<file path="config.mk">
export PLATFORM = sky130hd
export DESIGN_NAME = multi_input_debouncer_with_fall_delay_top
export DESIGN_NICKNAME = d
export VERILOG_FILES = /design/src/mdeb_pkg.sv /design/src/multi_input_debouncer_with_fall_delay_top.sv /design/src/mdeb_lane.sv /design/src/mdeb_btn.sv
export SDC_FILE = /design/constraint.sdc
export NUM_CORES = 1
export LEC_CHECK = 0
export ABC_CLOCK_PERIOD_IN_PS = 9800
export BUFFER_PORTS_ARGS = -buffer_cell sky130_fd_sc_hd__buf_2
export CAP_MARGIN = 20
export CORE_MARGIN = 8
export CORE_UTILIZATION = 45
export DETAILED_ROUTE_END_ITERATION = 8
export PLACE_DENSITY = 0.72
export RECOVER_POWER = 100
export SLEW_MARGIN = 0
export SYNTH_ARGS = -nofsm -noshare
export SYNTH_HDL_FRONTEND = slang
export SYNTH_SLANG_ARGS = --single-unit
export TNS_END_PERCENT = 50
</file>
<file path="constraint.sdc">
create_clock -name i_clk -period 9.8 [get_ports i_clk]
set_input_delay 1.47 -clock i_clk [delete_from_list [all_inputs] [get_ports i_clk]]
set_output_delay 1.47 -clock i_clk [all_outputs]
set_load 0.01 [all_outputs]
</file>
<file path="src/mdeb_pkg.sv">
package mdeb_pkg;

    localparam int N_MAX      = 16;
    localparam int CNT_W      = 5;
    localparam int FALL_W     = 8;
    localparam int DLY_W      = 4;
    localparam int SCAN_W     = 6;
    localparam int CFG_DATA_W = 64;

    localparam int NUM_INPUTS_DEF = 16;
    localparam int PIN_LIMIT_DEF  = 20;
    localparam int IR_LIMIT_DEF   = 5;
    localparam int FALL_SCALE_DEF = 10;

    typedef enum logic [1:0] {
        OP_PIN  = 2'd0,
        OP_IR   = 2'd1,
        OP_FALL = 2'd2
    } t_op;

    typedef enum logic [1:0] {
        EV_NONE    = 2'd0,
        EV_PRESS   = 2'd1,
        EV_RELEASE = 2'd2
    } t_event;

    typedef enum logic [0:0] {
        CFG_IR_MASK     = 1'b0,
        CFG_FALL_DELAYS = 1'b1
    } t_cfg_idx;

    typedef struct packed {
        logic       en;
        logic [1:0] op;
    } t_tick;

    typedef struct packed {
        logic deb;
        logic lvl;
    } t_lane_stat;

    typedef struct packed {
        logic       scan_done;
        logic       down;
        logic [1:0] ev;
    } t_btn_stat;

endpackage

</file>
<file path="src/multi_input_debouncer_with_fall_delay_top.sv">
// Debouncer for up to sixteen inputs with per-input fall delay and a push button.
// Input channel (i_valid, o_stall): one transaction is one tick, selected by
// i_operation: a pin tick, an IR tick or a fall tick. Every lane updates its
// counters in the cycle the transaction is accepted.
// Output channel (o_valid, i_stall): exactly one result transaction per input
// transaction, in order, showing the state after that tick.
// The merged result of an accepted tick is registered and then shown with o_valid.
// Throughput is one tick per cycle while the output is not stalled; all lanes work in parallel.
// A two-entry output buffer lets one more tick be accepted while a result is
// stalled; o_stall rises only when both entries are full.
// The configuration channel (i_cfg_valid, o_cfg_ready) writes the IR mask
// (index 0) or the packed fall delays (index 1); it is always ready. The user
// must write it only while the block is idle; the block does not enforce this.
// Synchronous reset clears all counters, flags, configuration and the output
// buffer; the block accepts ticks as soon as reset is released.
module multi_input_debouncer_with_fall_delay_top #(
    parameter int NUM_INPUTS = mdeb_pkg::NUM_INPUTS_DEF,
    parameter int PIN_LIMIT  = mdeb_pkg::PIN_LIMIT_DEF,
    parameter int IR_LIMIT   = mdeb_pkg::IR_LIMIT_DEF,
    parameter int FALL_SCALE = mdeb_pkg::FALL_SCALE_DEF
) (
    input  logic                                i_clk,
    input  logic                                i_rst_n,
    input  logic                                i_valid,
    output logic                                o_stall,
    input  logic [1:0]                          i_operation,
    input  logic [mdeb_pkg::N_MAX-1:0]          i_sample_bits,
    input  logic                                i_button_level,
    output logic                                o_valid,
    input  logic                                i_stall,
    output logic [mdeb_pkg::N_MAX-1:0]          o_debounced_bits,
    output logic [mdeb_pkg::N_MAX-1:0]          o_logic_bits,
    output logic                                o_scan_done,
    output logic                                o_button_down,
    output logic [1:0]                          o_button_event,
    input  logic                                i_cfg_valid,
    output logic                                o_cfg_ready,
    input  logic [0:0]                          i_cfg_index,
    input  logic [mdeb_pkg::CFG_DATA_W-1:0]     i_cfg_data
);

    localparam int N = mdeb_pkg::N_MAX;

    typedef struct packed {
        logic [N-1:0] deb;
        logic [N-1:0] lvl;
        logic         scan_done;
        logic         down;
        logic [1:0]   ev;
    } t_result;

    logic [N-1:0]                    r_ir_mask;
    logic [mdeb_pkg::CFG_DATA_W-1:0] r_fall_delays;

    mdeb_pkg::t_tick                 w_tick;
    mdeb_pkg::t_btn_stat             w_btn;
    logic [N-1:0]                    w_deb;
    logic [N-1:0]                    w_lvl;
    t_result                         w_res;

    logic                            w_accept;
    logic                            w_take;
    logic                            r_out_valid, n_out_valid;
    logic                            r_skid_valid, n_skid_valid;
    t_result                         r_out, r_skid;

    assign o_cfg_ready = 1'b1;

    always_ff @(posedge i_clk) begin
        if (!i_rst_n) begin
            r_ir_mask     <= '0;
            r_fall_delays <= '0;
        end else if (i_cfg_valid && o_cfg_ready) begin
            case (i_cfg_index)
                mdeb_pkg::CFG_IR_MASK:     r_ir_mask     <= i_cfg_data[N-1:0];
                mdeb_pkg::CFG_FALL_DELAYS: r_fall_delays <= i_cfg_data;
                default: begin
                end
            endcase
        end
    end

    assign o_stall   = r_skid_valid;
    assign w_accept  = i_valid && !o_stall;
    assign w_tick.en = w_accept;
    assign w_tick.op = i_operation;

    for (genvar g = 0; g < N; g++) begin : g_lane
        if (g < NUM_INPUTS) begin : g_used
            mdeb_pkg::t_lane_stat w_stat;

            mdeb_lane #(
                .PinLimit  (PIN_LIMIT),
                .IrLimit   (IR_LIMIT),
                .FallScale (FALL_SCALE)
            ) u_lane (
                .i_clk    (i_clk),
                .i_rst_n  (i_rst_n),
                .i_tick   (w_tick),
                .i_sample (i_sample_bits[g]),
                .i_ir_sel (r_ir_mask[g]),
                .i_delay  (r_fall_delays[g*mdeb_pkg::DLY_W +: mdeb_pkg::DLY_W]),
                .o_stat   (w_stat)
            );

            assign w_deb[g] = w_stat.deb;
            assign w_lvl[g] = w_stat.lvl;
        end else begin : g_unused
            assign w_deb[g] = 1'b0;
            assign w_lvl[g] = 1'b0;
        end
    end

    mdeb_btn #(
        .PinLimit (PIN_LIMIT)
    ) u_btn (
        .i_clk          (i_clk),
        .i_rst_n        (i_rst_n),
        .i_tick         (w_tick),
        .i_button_level (i_button_level),
        .o_stat         (w_btn)
    );

    assign w_res.deb       = w_deb;
    assign w_res.lvl       = w_lvl;
    assign w_res.scan_done = w_btn.scan_done;
    assign w_res.down      = w_btn.down;
    assign w_res.ev        = w_btn.ev;

    assign w_take = r_out_valid && !i_stall;

    always_comb begin
        n_out_valid  = r_out_valid;
        n_skid_valid = r_skid_valid;
        if (w_take) begin
            if (r_skid_valid) begin
                n_skid_valid = 1'b0;
            end else begin
                n_out_valid = w_accept;
            end
        end else if (w_accept) begin
            if (r_out_valid) begin
                n_skid_valid = 1'b1;
            end else begin
                n_out_valid = 1'b1;
            end
        end
    end

    always_ff @(posedge i_clk) begin
        if (!i_rst_n) begin
            r_out_valid  <= 1'b0;
            r_skid_valid <= 1'b0;
        end else begin
            r_out_valid  <= n_out_valid;
            r_skid_valid <= n_skid_valid;
        end
    end

    always_ff @(posedge i_clk) begin
        if (w_take && r_skid_valid) begin
            r_out <= r_skid;
        end else if (w_accept && (w_take || !r_out_valid)) begin
            r_out <= w_res;
        end
        if (w_accept && r_out_valid && !w_take) begin
            r_skid <= w_res;
        end
    end

    assign o_valid          = r_out_valid;
    assign o_debounced_bits = r_out.deb;
    assign o_logic_bits     = r_out.lvl;
    assign o_scan_done      = r_out.scan_done;
    assign o_button_down    = r_out.down;
    assign o_button_event   = r_out.ev;

`ifndef SYNTHESIS
    a_skid_needs_out: assert property (@(posedge i_clk) disable iff (!i_rst_n)
        r_skid_valid |-> r_out_valid)
        else $error("skid entry holds a result while the output entry is empty");

    a_logic_covers_deb: assert property (@(posedge i_clk) disable iff (!i_rst_n)
        o_valid |-> ((o_logic_bits & o_debounced_bits) == o_debounced_bits))
        else $error("debounced bit set without its logic bit");

    a_press_sets_down: assert property (@(posedge i_clk) disable iff (!i_rst_n)
        (o_valid && o_button_event == mdeb_pkg::EV_PRESS) |-> o_button_down)
        else $error("press event without the button down flag");

    a_stalled_accept_fills_skid: assert property (@(posedge i_clk) disable iff (!i_rst_n)
        (w_accept && o_valid && i_stall) |=> r_skid_valid)
        else $error("transaction accepted under stall was not buffered");
`endif

endmodule

</file>
<file path="src/mdeb_lane.sv">
module mdeb_lane #(
    parameter int PinLimit  = mdeb_pkg::PIN_LIMIT_DEF,
    parameter int IrLimit   = mdeb_pkg::IR_LIMIT_DEF,
    parameter int FallScale = mdeb_pkg::FALL_SCALE_DEF
) (
    input  logic                           i_clk,
    input  logic                           i_rst_n,
    input  mdeb_pkg::t_tick                i_tick,
    input  logic                           i_sample,
    input  logic                           i_ir_sel,
    input  logic [mdeb_pkg::DLY_W-1:0]     i_delay,
    output mdeb_pkg::t_lane_stat           o_stat
);

    localparam logic [mdeb_pkg::CNT_W-1:0]  LimPin = mdeb_pkg::CNT_W'(PinLimit);
    localparam logic [mdeb_pkg::CNT_W-1:0]  LimIr  = mdeb_pkg::CNT_W'(IrLimit);
    localparam logic [mdeb_pkg::FALL_W-1:0] Scale  = mdeb_pkg::FALL_W'(FallScale);

    logic [mdeb_pkg::CNT_W-1:0]  r_cnt,  n_cnt;
    logic [mdeb_pkg::FALL_W-1:0] r_fall, n_fall;
    logic                        r_deb,  n_deb;
    logic                        r_lvl,  n_lvl;

    logic                        w_move;
    logic                        w_level;
    logic [mdeb_pkg::CNT_W-1:0]  w_lim;

    always_comb begin
        w_move  = 1'b0;
        w_level = 1'b0;
        w_lim   = LimPin;
        case (i_tick.op)
            mdeb_pkg::OP_PIN: begin
                w_move  = !i_ir_sel;
                w_level = !i_sample;
                w_lim   = LimPin;
            end
            mdeb_pkg::OP_IR: begin
                w_move  = i_ir_sel;
                w_level = i_sample;
                w_lim   = LimIr;
            end
            default: begin
                w_move = 1'b0;
            end
        endcase
    end

    always_comb begin
        n_cnt  = r_cnt;
        n_fall = r_fall;
        n_deb  = r_deb;
        n_lvl  = r_lvl;
        if (w_move) begin
            if (w_level) begin
                if (r_cnt < w_lim) begin
                    n_cnt = r_cnt + 1'b1;
                    if (n_cnt == w_lim) begin
                        n_deb  = 1'b1;
                        n_lvl  = 1'b1;
                        n_fall = '0;
                    end
                end
            end else if (r_cnt != '0) begin
                n_cnt = r_cnt - 1'b1;
                if (n_cnt == '0) begin
                    n_deb  = 1'b0;
                    n_fall = mdeb_pkg::FALL_W'(i_delay) * Scale;
                    if (n_fall == '0) begin
                        n_lvl = 1'b0;
                    end
                end
            end
        end else if (i_tick.op == mdeb_pkg::OP_FALL && r_fall != '0) begin
            n_fall = r_fall - 1'b1;
            if (n_fall == '0) begin
                n_lvl = 1'b0;
            end
        end
    end

    always_ff @(posedge i_clk) begin
        if (!i_rst_n) begin
            r_cnt  <= '0;
            r_fall <= '0;
            r_deb  <= 1'b0;
            r_lvl  <= 1'b0;
        end else if (i_tick.en) begin
            r_cnt  <= n_cnt;
            r_fall <= n_fall;
            r_deb  <= n_deb;
            r_lvl  <= n_lvl;
        end
    end

    assign o_stat.deb = n_deb;
    assign o_stat.lvl = n_lvl;

endmodule

</file>
<file path="src/mdeb_btn.sv">
module mdeb_btn #(
    parameter int PinLimit = mdeb_pkg::PIN_LIMIT_DEF
) (
    input  logic                i_clk,
    input  logic                i_rst_n,
    input  mdeb_pkg::t_tick     i_tick,
    input  logic                i_button_level,
    output mdeb_pkg::t_btn_stat o_stat
);

    localparam logic [mdeb_pkg::CNT_W-1:0]  LimBtn  = mdeb_pkg::CNT_W'(PinLimit);
    localparam logic [mdeb_pkg::SCAN_W-1:0] LimScan = mdeb_pkg::SCAN_W'(2 * PinLimit);

    logic [mdeb_pkg::SCAN_W-1:0] r_scan_cnt, n_scan_cnt;
    logic                        r_scanned,  n_scanned;
    logic [mdeb_pkg::CNT_W-1:0]  r_btn_cnt,  n_btn_cnt;
    logic                        r_btn_flag, n_btn_flag;
    logic [1:0]                  n_ev;

    always_comb begin
        n_scan_cnt = r_scan_cnt;
        n_scanned  = r_scanned;
        n_btn_cnt  = r_btn_cnt;
        n_btn_flag = r_btn_flag;
        n_ev       = mdeb_pkg::EV_NONE;
        if (i_tick.op == mdeb_pkg::OP_PIN) begin
            if (r_scan_cnt < LimScan) begin
                n_scan_cnt = r_scan_cnt + 1'b1;
                if (n_scan_cnt == LimScan) begin
                    n_scanned = 1'b1;
                end
            end
            if (i_button_level) begin
                if (r_btn_cnt != '0) begin
                    n_btn_cnt = r_btn_cnt - 1'b1;
                    if (n_btn_cnt == '0 && r_btn_flag) begin
                        n_btn_flag = 1'b0;
                        n_ev       = mdeb_pkg::EV_RELEASE;
                    end
                end
            end else if (r_btn_cnt < LimBtn) begin
                n_btn_cnt = r_btn_cnt + 1'b1;
                if (n_btn_cnt == LimBtn && !r_btn_flag) begin
                    n_btn_flag = 1'b1;
                    n_ev       = mdeb_pkg::EV_PRESS;
                end
            end
        end
    end

    always_ff @(posedge i_clk) begin
        if (!i_rst_n) begin
            r_scan_cnt <= '0;
            r_scanned  <= 1'b0;
            r_btn_cnt  <= '0;
            r_btn_flag <= 1'b0;
        end else if (i_tick.en) begin
            r_scan_cnt <= n_scan_cnt;
            r_scanned  <= n_scanned;
            r_btn_cnt  <= n_btn_cnt;
            r_btn_flag <= n_btn_flag;
        end
    end

    assign o_stat.scan_done = n_scanned;
    assign o_stat.down      = n_btn_flag;
    assign o_stat.ev        = n_ev;

endmodule
</file>
---- Word-level counts from Yosys, hierarchy flattened ----
Cells that the tools add are included.
storage, ports and cells
  bits in registers ....................... 407
  latch bits .............................. 0
  bits in writable memories ............... 0
  ROM bits ................................ 0
  bits of input ports ..................... 89
  output and inout bits ................... 39
  word-level logic and storage cells ...... 946
  memories ................................ 0
cells by class
  add/sub/neg operators ................... 51
  $mul .................................... 16
  divide/modulo/power cells ............... 0
  $lt $le $gt $ge ......................... 18
  eq/ne operators ......................... 102
  shift-type cells ........................ 0
  muxes and demuxes ....................... 456
  bitwise operators ....................... 2
  reduce and logical (&&, ||, !) cells .... 219
operators with widths
  kind                                                                count
  8-bit two-way mux                                                   112
  5-bit two-way mux                                                   52
  8-bit logical NOT                                                   32
  1-bit two-way mux                                                   253
  3-bit != test, second input constant                                64
  8-bit nonzero test                                                  16
  8-bit by 1-bit subtractor with 8-bit output, second input constant  16
  4-bit by 3-bit multiplier with 7-bit output, second input constant  16
  6-bit AND reduction                                                 16
  5-bit by 1-bit adder with 5-bit output, second input constant       17
  5-bit logical NOT                                                   17
  5-bit nonzero test                                                  17
  5-bit by 1-bit subtractor with 5-bit output, second input constant  17
  5-bit equality test                                                 16
  5-bit < comparator                                                  16
  36-bit two-way mux                                                  2
  2-bit nonzero test                                                  35
  4-bit AND reduction                                                 17
  1-bit one-hot mux with 2 select lines                               32
  1-bit logical NOT                                                   37
  2-bit != test, second input constant                                17
  1-bit logical AND                                                   24
  2-bit two-way mux                                                   5
  2-bit AND reduction                                                 4
  13 further kinds                                                    14

---- Longest topological paths before layout ----
Gate-level depths: netlist (run 1).
  depth after elaboration ................. 9
  depth in mapped cells ................... 12
  depth with buffers taken out ............ 10

---- Hierarchy ----
Synthesis (run 1) repeated with hierarchy kept, for this count alone.
second synthesis, totals
  cell total of the unflattened synthesis .. 3572
  area, all modules ....................... 30912.1 µm²
by module, submodules not included
  module                                     instances  cells each  area an instance (µm²)  sequential area each (µm²)
  mdeb_lane (g_lane[12].g_used.u_lane ...)   9          188         1521.5                  300.3
  mdeb_lane (g_lane[0].g_used.u_lane ...)    5          187         1515.2                  300.3
  multi_input_debouncer_with_fall_delay_top  1          478         5829.3                  3803.6
  mdeb_lane (g_lane[9].g_used.u_lane)        1          184         1510.2                  300.3
  mdeb_lane (g_lane[5].g_used.u_lane)        1          184         1460.2                  300.3
  mdeb_btn                                   1          99          843.3                   260.2

---- Worst setup path after synthesis (run 1) ----
Ideal clock, no wire load.
  path type ............................... input -> register
  start point ............................. input i_valid
  end point ............................... register r_out (netlist bit o_button_down), enable pin
  library setup time ...................... 0.441 ns
  arrival time ............................ 4.664 ns
  required time ........................... 9.359 ns
  path slack .............................. 4.695 ns
  stages .................................. 7
  buffers on the path ..................... 4
  cell sequence ........................... nor2b_1 -> clkbuf_1 -> buf_1 -> clkbuf_1 -> clkbuf_1 -> a21oi_1 -> a21oi_1
between the ends
  longest elaborated chain between the ends .. 3
RTL lines
  element                              RTL line                                          text
  start, declared                      multi_input_debouncer_with_fall_delay_top.sv:24   input logic i_valid,
  1-bit logical AND                    multi_input_debouncer_with_fall_delay_top.sv:84   assign w_accept = i_valid && !o_stall;
  1-bit logical AND                    multi_input_debouncer_with_fall_delay_top.sv:163  end else if (w_accept && (w_take || !r_out_valid)) begin
  2-bit nonzero test (no source line)  -
  end signal, assigned                 multi_input_debouncer_with_fall_delay_top.sv:162  r_out <= r_skid;
  end signal, assigned                 multi_input_debouncer_with_fall_delay_top.sv:164  r_out <= w_res;
  end, declared                        multi_input_debouncer_with_fall_delay_top.sv:65   t_result r_out, r_skid;
Every way passes these cells.
A chain may end at the register's enable or synchronous reset.

---- Worst setup path after layout (run 1) ----
  start point ............................. input i_operation[1]
  end point ............................... register g_lane[14].g_used.u_lane.r_fall[3] in the netlist's numbering
between the ends
  longest elaborated chain between the ends .. 5
  elaborated cells on any way between the ends .. 17
  those cells by class .................... 1 x order compare; 7 x eq/ne; 5 x mux; 4 x reduce/logical
RTL lines
  element                                                           RTL line                                         text
  start, declared                                                   multi_input_debouncer_with_fall_delay_top.sv:26  input logic [1:0] i_operation,
  2-bit by 1-bit equality test with 1-bit output                    mdeb_lane.sv:32                                  case (i_tick.op)
  5-bit two-way mux                                                 mdeb_lane.sv:32
  5-bit < comparator / 5-bit equality test (equally long branches)  mdeb_lane.sv:56, mdeb_lane.sv:58
  3-bit != test (no source line)                                    -
  6-bit AND reduction (no source line)                              -
  end signal, assigned                                              mdeb_lane.sv:90                                  r_fall <= n_fall;
  end, declared                                                     mdeb_lane.sv:20                                  logic [mdeb_pkg::FALL_W-1:0] r_fall, n_fall;
Several ways; a longest one is shown, not always the timed one.

==> qor.csv, run 1 <==
metric;value;unit
syn avg cell area;8.33;um2
syn nets;3605;
layout cells sized above 1;8.23;%
synth top area cells;dfxtp_1 (24%), ha_1 (9.0%), edfxtp_1 (7.9%), nand2_1 (4.7%), nor2_1 (4.4%);
Post-synth EDFFs;72;
FF-to-FF Start;o_stall;
GP Congestion;0.897;
R2R Setup Slk;5.75;ns
die span in y;263;um
Iter 0 DRT Violations;1977;
port bufs;126;
Synth Flop Type;dfxtp_1;
ANT nets after route;0;
mapped cell area;0.0275;mm2
most frequent cell after synthesis;nand2_1;
Cells after Synth;3303;
unique cell type count in the Yosys netlist;105;
Setup CP Type;primary input to flop;
Via density;5.91;
Die Width;263;um
GRT Overall Usage;20.6;%
global-route wire length before repair;120000;um
Critical Path End;g_lane[14].g_used.u_lane.r_fall[3];
final setup fails;0;
Hold WS;0.467;ns
Worst-Skew Late Latency;0.59;ns
final core utilization;49.4;%
sequential-to-total area share from yosys stat;32.2;%
total CTS buffers;47;
Clock Sinks;407;
Detailed Routing Iterations Pass 1;6;
max-cap viol count;8;
Critical Path, Cell by Cell;clkbuf_1, and2b_2, clkbuf_1, ha_1, or3_1, nor4_1, a211oi_1, nor2_1, a211oi_1;
CTS tree;built;
Leak Pwr;11.8;nW
Post-CTS Setup Bufs;0;
initial core utilization;45.5;%
fmax;144;MHz
Top delay family on crit path;buffers and inverters;
crit path max fanout;44;
final worst slack;2.84;ns
HP Class;flop to flop;
critical path depth;9;
Worst-path clk slew;0.06;ns
Synthesis Warnings;0;
num rows;90;
die area;0.0693;mm2
largest net degree at the start of global routing;140;
final wirelength;74600;um
# nets final;3609;
Crit path largest cell delay;2.24;ns
Commonest cells post-synth;nand2_1 (345), dfxtp_1 (335), nor2_1 (325);
IO Count;128;
fin. max-slew vios;401;
Worst IR Drop VDD;0.104;mV
DRC;0;
post-cts hold buffer count;0;
Worst-Margin Slew;3.96;ns
worst rel slew slack;-164;%
unrepaired setup endpoints after global routing;false;
CTS max path bufs;3;
slowest stage cell, crit path;clkbuf_1;
detailed placement HPWL;50700;um
skew final;0.0190;ns
final hold vios;0;
area leader, netlist;dfxtp_1;
vias;24402;
flops & latches, synth;407;
Bufs and invs on worst path;2;
violated checks;max-capacitance violations, max-slew violations;
Crit. End Element;flop;
Worst R2R Path Depth;3;
number of global-route vias before repair;22964;
fin crit period;6.96;ns
pre-CTS setup slack;4.81;ns
Root Buffer;clkbuf_16;
Pwr Total;4.32;mW
post-cts resize count;0;
status;finished with violations;
H-tree lvl count;2;
Worst EP required;10.07;ns
initial antenna violation count;4;
Layout area overhead;8.57;%
fillcell total;5745;
fin crit share;71.0;%
grt ovf;0;
critical path arrival;7.23;ns
startpoint types;primary input;
CP startpoint;i_operation[1];
DR WL/cell;18.1;um
worst r2r dst;r_skid[20];
Setup TNS;0;ns
power density cells;145;mW/mm2
core box area;0.0605;mm2
asr flop ratio synth;0;%
share of Yosys cell area claimed by the top area cell type;24.4;%
final cells by class:
cell class              instances  area [um2]  share of cell area [%]
multi-input cells            2557       17300                    57.8
flip-flops and latches        407        8870                    29.7
clock buffers                  62        1290                    4.32
well taps                     782         978                    3.27
repair buffers                146         706                    2.36
inverters                     148         563                    1.88
clock inverters                23         214                   0.716
diodes                          1        2.50                 0.00837
metal layers:
metal / part of all wire (%) / up-vias / GRT usage (%) / routed length, um
met4: 3.5 / 4 / 7.50 / 2610
met5: 0.035 / - / 0 / 26
met2: 45 / 718 / 33.7 / 33900
met1: 45 / 11547 / 27.2 / 33800
li1: - / 11958 / - / -
met3: 5.8 / 175 / 3.40 / 4360
power by group:
group	internal (mW)	switching (mW)	total (mW)
clock	1.03	0.731	1.76
combinational	0.278	0.440	0.718
sequential	1.77	0.0800	1.85
total	3.07	1.25	4.32
flip-flops by register name, indices dropped and copies added (netlist names):
name                         flops
o_scan_done                      1
o_button_event                   2
u_btn.r_scanned                  1
g_lane.g_used.u_lane.r_cnt      80
r_skid                          36
g_lane.g_used.u_lane.r_lvl      16
o_valid                          1
g_lane.g_used.u_lane.r_fall    128
u_btn.r_btn_flag                 1
o_stall                          1
g_lane.g_used.u_lane.r_deb      16
o_logic_bits                    16
r_ir_mask                       16
r_fall_delays                   64
u_btn.r_btn_cnt                  5
u_btn.r_scan_cnt                 6
o_debounced_bits                16
o_button_down                    1
per-stage QoR:
step / instance area [um2] / instances
2_1_floorplan: 27500 / 3303
3_3_place_gp: 28500 / 4040
3_5_place_dp: 28500 / 4040
4_1_cts: 30000 / 4125
5_1_grt: 29900 / 4126
6_report: 29900 / 4126
tightest hold or removal path: stages, from the launching register on:
cell and delay (ns):
dfxtp_1 0.32, nor2_1 0.04, nor2_1 0.07
worst min-delay path by stage:
stage                    startpoint               to  slack [ns]  cells past startpoint
floorplan           u_btn.r_scanned  u_btn.r_scanned        0.43                      2
global placement    u_btn.r_scanned  u_btn.r_scanned        0.44                      2
detailed placement  u_btn.r_scanned  u_btn.r_scanned        0.46                      2
CTS                   r_ir_mask[14]    r_ir_mask[14]        0.47                      2
global route           r_ir_mask[3]     r_ir_mask[3]        0.48                      2
finish              u_btn.r_scanned  u_btn.r_scanned        0.47                      2
cells in the final DEF, fill, tap and decap left out, types with 101 or more instances in the layout:
cell type and instances:
nand2_1 343, dfxtp_1 335, nor2_1 325, a21oi_1 237, ha_1 197, inv_1 147
xnor2_1 124, o21ai_0 117, nor3_1 102, xor2_1 101
kinds of logic after synthesis:
logic type / Yosys count / share of synthesized area (%)
flops: 407 / 32.2
buf+inv: 339 / 4.98
compound gates: 843 / 20.9
other cells: 1 / 0.0136
simple gates: 1202 / 21.3
mux: 62 / 2.39
fa+ha+maj: 213 / 10.1
xor+xnor: 236 / 8.08
Note: power is estimated with default switching activity, not from simulation.
==> inputs of run 2 (changes only) <==
--- a/config.mk
+++ b/config.mk
@@ -5,13 +5,13 @@
 export SDC_FILE = /design/constraint.sdc
 export NUM_CORES = 1
 export LEC_CHECK = 0
-export ABC_CLOCK_PERIOD_IN_PS = 9800
+export ABC_CLOCK_PERIOD_IN_PS = 5980
 export BUFFER_PORTS_ARGS = -buffer_cell sky130_fd_sc_hd__buf_2
 export CAP_MARGIN = 20
 export CORE_MARGIN = 8
 export CORE_UTILIZATION = 45
 export DETAILED_ROUTE_END_ITERATION = 8
-export PLACE_DENSITY = 0.72
+export PLACE_DENSITY = 0.75
 export RECOVER_POWER = 100
 export SLEW_MARGIN = 0
 export SYNTH_ARGS = -nofsm -noshare
==> constraint.sdc (replaced) <==
create_clock -name i_clk -period 5.98 [get_ports i_clk]
set_input_delay 0.897 -clock i_clk [delete_from_list [all_inputs] [get_ports i_clk]]
set_output_delay 0.897 -clock i_clk [all_outputs]
set_load 0.01 [all_outputs]
==> run 2 against run 1 <==
Net effect:
- worst setup slack got worse by 1.4 ns
- non-clock buffer count increased by 7
- combinational power increased by 64%
- the flow still finishes with violations (max-capacitance violations, max-slew violations)
- cell count increased by 0.19%
- critical path type unchanged
- first-iteration DRC count decreased by 2.6%
- clock-buffer cell count decreased by 2
- flip-flop and latch count unchanged
- clock skew increased by 0.019 ns
- largest power group unchanged
- sequential power increased by 64%
- utilization increased by 0.31 points
- global-route usage increased by 0.21 points
==> qor.csv, run 2 (synthesis results as in run 1) <==
metric;value;unit;change
initial antenna violation count;0;;-4
commonest cells after routing, fill and taps aside;nand2_1 (343), dfxtp_1 (335), nor2_1 (325), a21oi_1 (237), ha_1 (197);;
Via density;5.90;;-0.17%
Setup TNS;0;ns;unchanged
slowest stage cell, crit path;nor2b_1;;
status;finished with violations;;
Inserted Diodes;0;;-1
H-tree lvl count;2;;unchanged
leading cell type in the layout, fill and taps excluded;nand2_1;;
met3 Track Usage GR;3.37;%;-0.028 points
largest register by flop count;g_lane.g_used.u_lane.r_fall;;
worst rel slew slack;-160;%;+3.9 points
fmax;219;MHz;
ANT nets after route;0;;unchanged
max FFs per register;128;;unchanged
post-cts hold buffer count;0;;unchanged
violated checks;max-capacitance violations, max-slew violations;;
Placement Cell Area;0.0286;mm2;+0.25%
Crit. End Element;flop;;
port bufs;126;;unchanged
part of the power in registers;41.8;%;-0.9 points
layout cells sized above 1;8.71;%;+0.49 points
Hold WS;0.469;ns;+0.00242 ns
unrepaired setup endpoints after global routing;false;;
pre-CTS setup slack;1.71;ns;-3.11 ns
detailed placement HPWL;51700;um;+2.1%
grt ovf;0;;unchanged
number of global-route vias before repair;23061;;+0.42%
num rows;90;;unchanged
Worst-Margin Slew;3.90;ns;-0.0580 ns
NetSw;2.10;mW;+68%
Leak Pwr;12.0;nW;+0.95%
Iter 0 DRT Violations;1926;;-2.6%
GR Util met2;33.9;%;+0.16 points
CTS max path bufs;3;;unchanged
startpoint types;primary input;;
largest net degree at the start of global routing;120;;-14%
Worst-path clk slew;0.06;ns;about the same
critical path arrival;5.04;ns;-2.19 ns
initial core utilization;45.5;%;unchanged
final hold vios;0;;unchanged
total CTS buffers;47;;unchanged
Worst-Skew Late Latency;0.60;ns;about the same
Cell Int Power;5.14;mW;+67%
Worst IR Drop VDD;0.196;mV;+88%
fillcell total;5706;;-0.68%
Setup CP Type;primary input to flop;;
critical path's most frequent cell;clkbuf_1;;
core box area;0.0605;mm2;unchanged
HP Class;flop to flop;;
largest registers;g_lane.g_used.u_lane.r_fall x128, g_lane.g_used.u_lane.r_cnt x80, r_fall_delays x64;;
Top delay family on crit path;buffers and inverters;;
GP Congestion;0.911;;+1.6%
final wirelength;74600;um;about the same
Multi-input gate area;0.0173;mm2;about the same
vias;24408;;+0.025%
final worst slack;1.42;ns;-1.42 ns
M1 GR Usage;28.1;%;+0.90 points
Die Width;263;um;unchanged
fin. max-slew vios;281;;-30%
final instance area;0.0301;mm2;+0.62%
Critical Path, Cell by Cell;clkbuf_1, buf_4, nor2b_1, clkbuf_1, o311a_1, a41oi_1, o41ai_1, clkbuf_1, o21ai_0, a31o_2;;
Post-CTS Setup Bufs;0;;unchanged
Worst EP required;6.46;ns;-3.61 ns
skew final;0.0383;ns;+0.0193 ns
IO Count;128;;unchanged
die area;0.0693;mm2;unchanged
Bufs and invs on worst path;4;;+2
Layout area overhead;9.24;%;
DRC;0;;unchanged
fin crit period;4.56;ns;
CTS tree;built;;
Root Buffer;clkbuf_16;;
die span in y;263;um;unchanged
combinational power share;16.3;%;-0.3 points
final setup fails;0;;unchanged
global-route wire length before repair;122000;um;+1.4%
Clock Sinks;407;;unchanged
fin crit share;76.2;%;
Pwr Total;7.24;mW;+67%
# nets final;3616;;+0.19%
DR WL/cell;18.1;um;-0.20%
Sw Share;29.0;%;+0.057 points
area occupied by registers;0.00887;mm2;unchanged
Detailed Routing Iterations Pass 1;5;;-1
post-cts resize count;0;;unchanged
max-cap viol count;8;;unchanged
gr busiest metal;met2;;
power density cells;241;mW/mm2;+66%
GRT Overall Usage;20.8;%;+0.21 points
crit path max fanout;41;;-6.8%
Clk network pwr share;41.9;%;+1.2 points
Crit path largest cell delay;1.13;ns;-1.11 ns
## run 2: per-stage QoR
step / instances / util, %
after floorplan: 3303 / -
after global placement: 4045 / 47.3
after detailed placement: 4046 / 47.3
after CTS: 4133 / 50.0
after global routing: 4134 / 49.7
final: 4134 / 49.7
## run 2: layout make-up
type                    count  area share (%)
clock buffers              60            4.52
clock inverters            27           0.936
inverters                 148            1.87
multi-input cells        2557            57.4
flip-flops and latches    407            29.5
well taps                 782            3.25
repair buffers            153            2.55
## run 2: power groups by stage
stage	Combinational, mW	Sequential (mW)	Clock (mW)
floorplan	0.899	3.04	0
global placement	1.16	3.08	0
detailed placement	1.18	3.08	0
CTS	1.19	3.02	3.09
global route	1.31	3.04	3.21
finish	1.18	3.03	3.03
## run 2: final timing paths
path / cells past startpoint / startpoint / slack [ns] / endpoint
worst max register to register: 6 / o_stall / 1.76 / g_lane[1].g_used.u_lane.r_fall[4]
worst min register to register: 2 / r_ir_mask[13] / 0.47 / r_ir_mask[13]
worst max-delay path: 10 / i_operation[1] / 1.42 / g_lane[7].g_used.u_lane.r_fall[2]
worst min-delay path: 2 / r_ir_mask[13] / 0.47 / r_ir_mask[13]
## run 2: routing by layer
layer	up-vias	part of all wire, %
li1	11987	-
met1	11594	45
met2	689	46
met3	138	6.6
met4	0	3.0
met5	-	0
## run 2: worst register-to-register path, cell delays in order (launching register included)
cell      delay, ns
dfxtp_1        0.39
nor2b_1        1.62
clkbuf_1       0.92
nand2_1        0.16
o31a_1         0.41
and2_0         0.33
a211oi_1       0.28
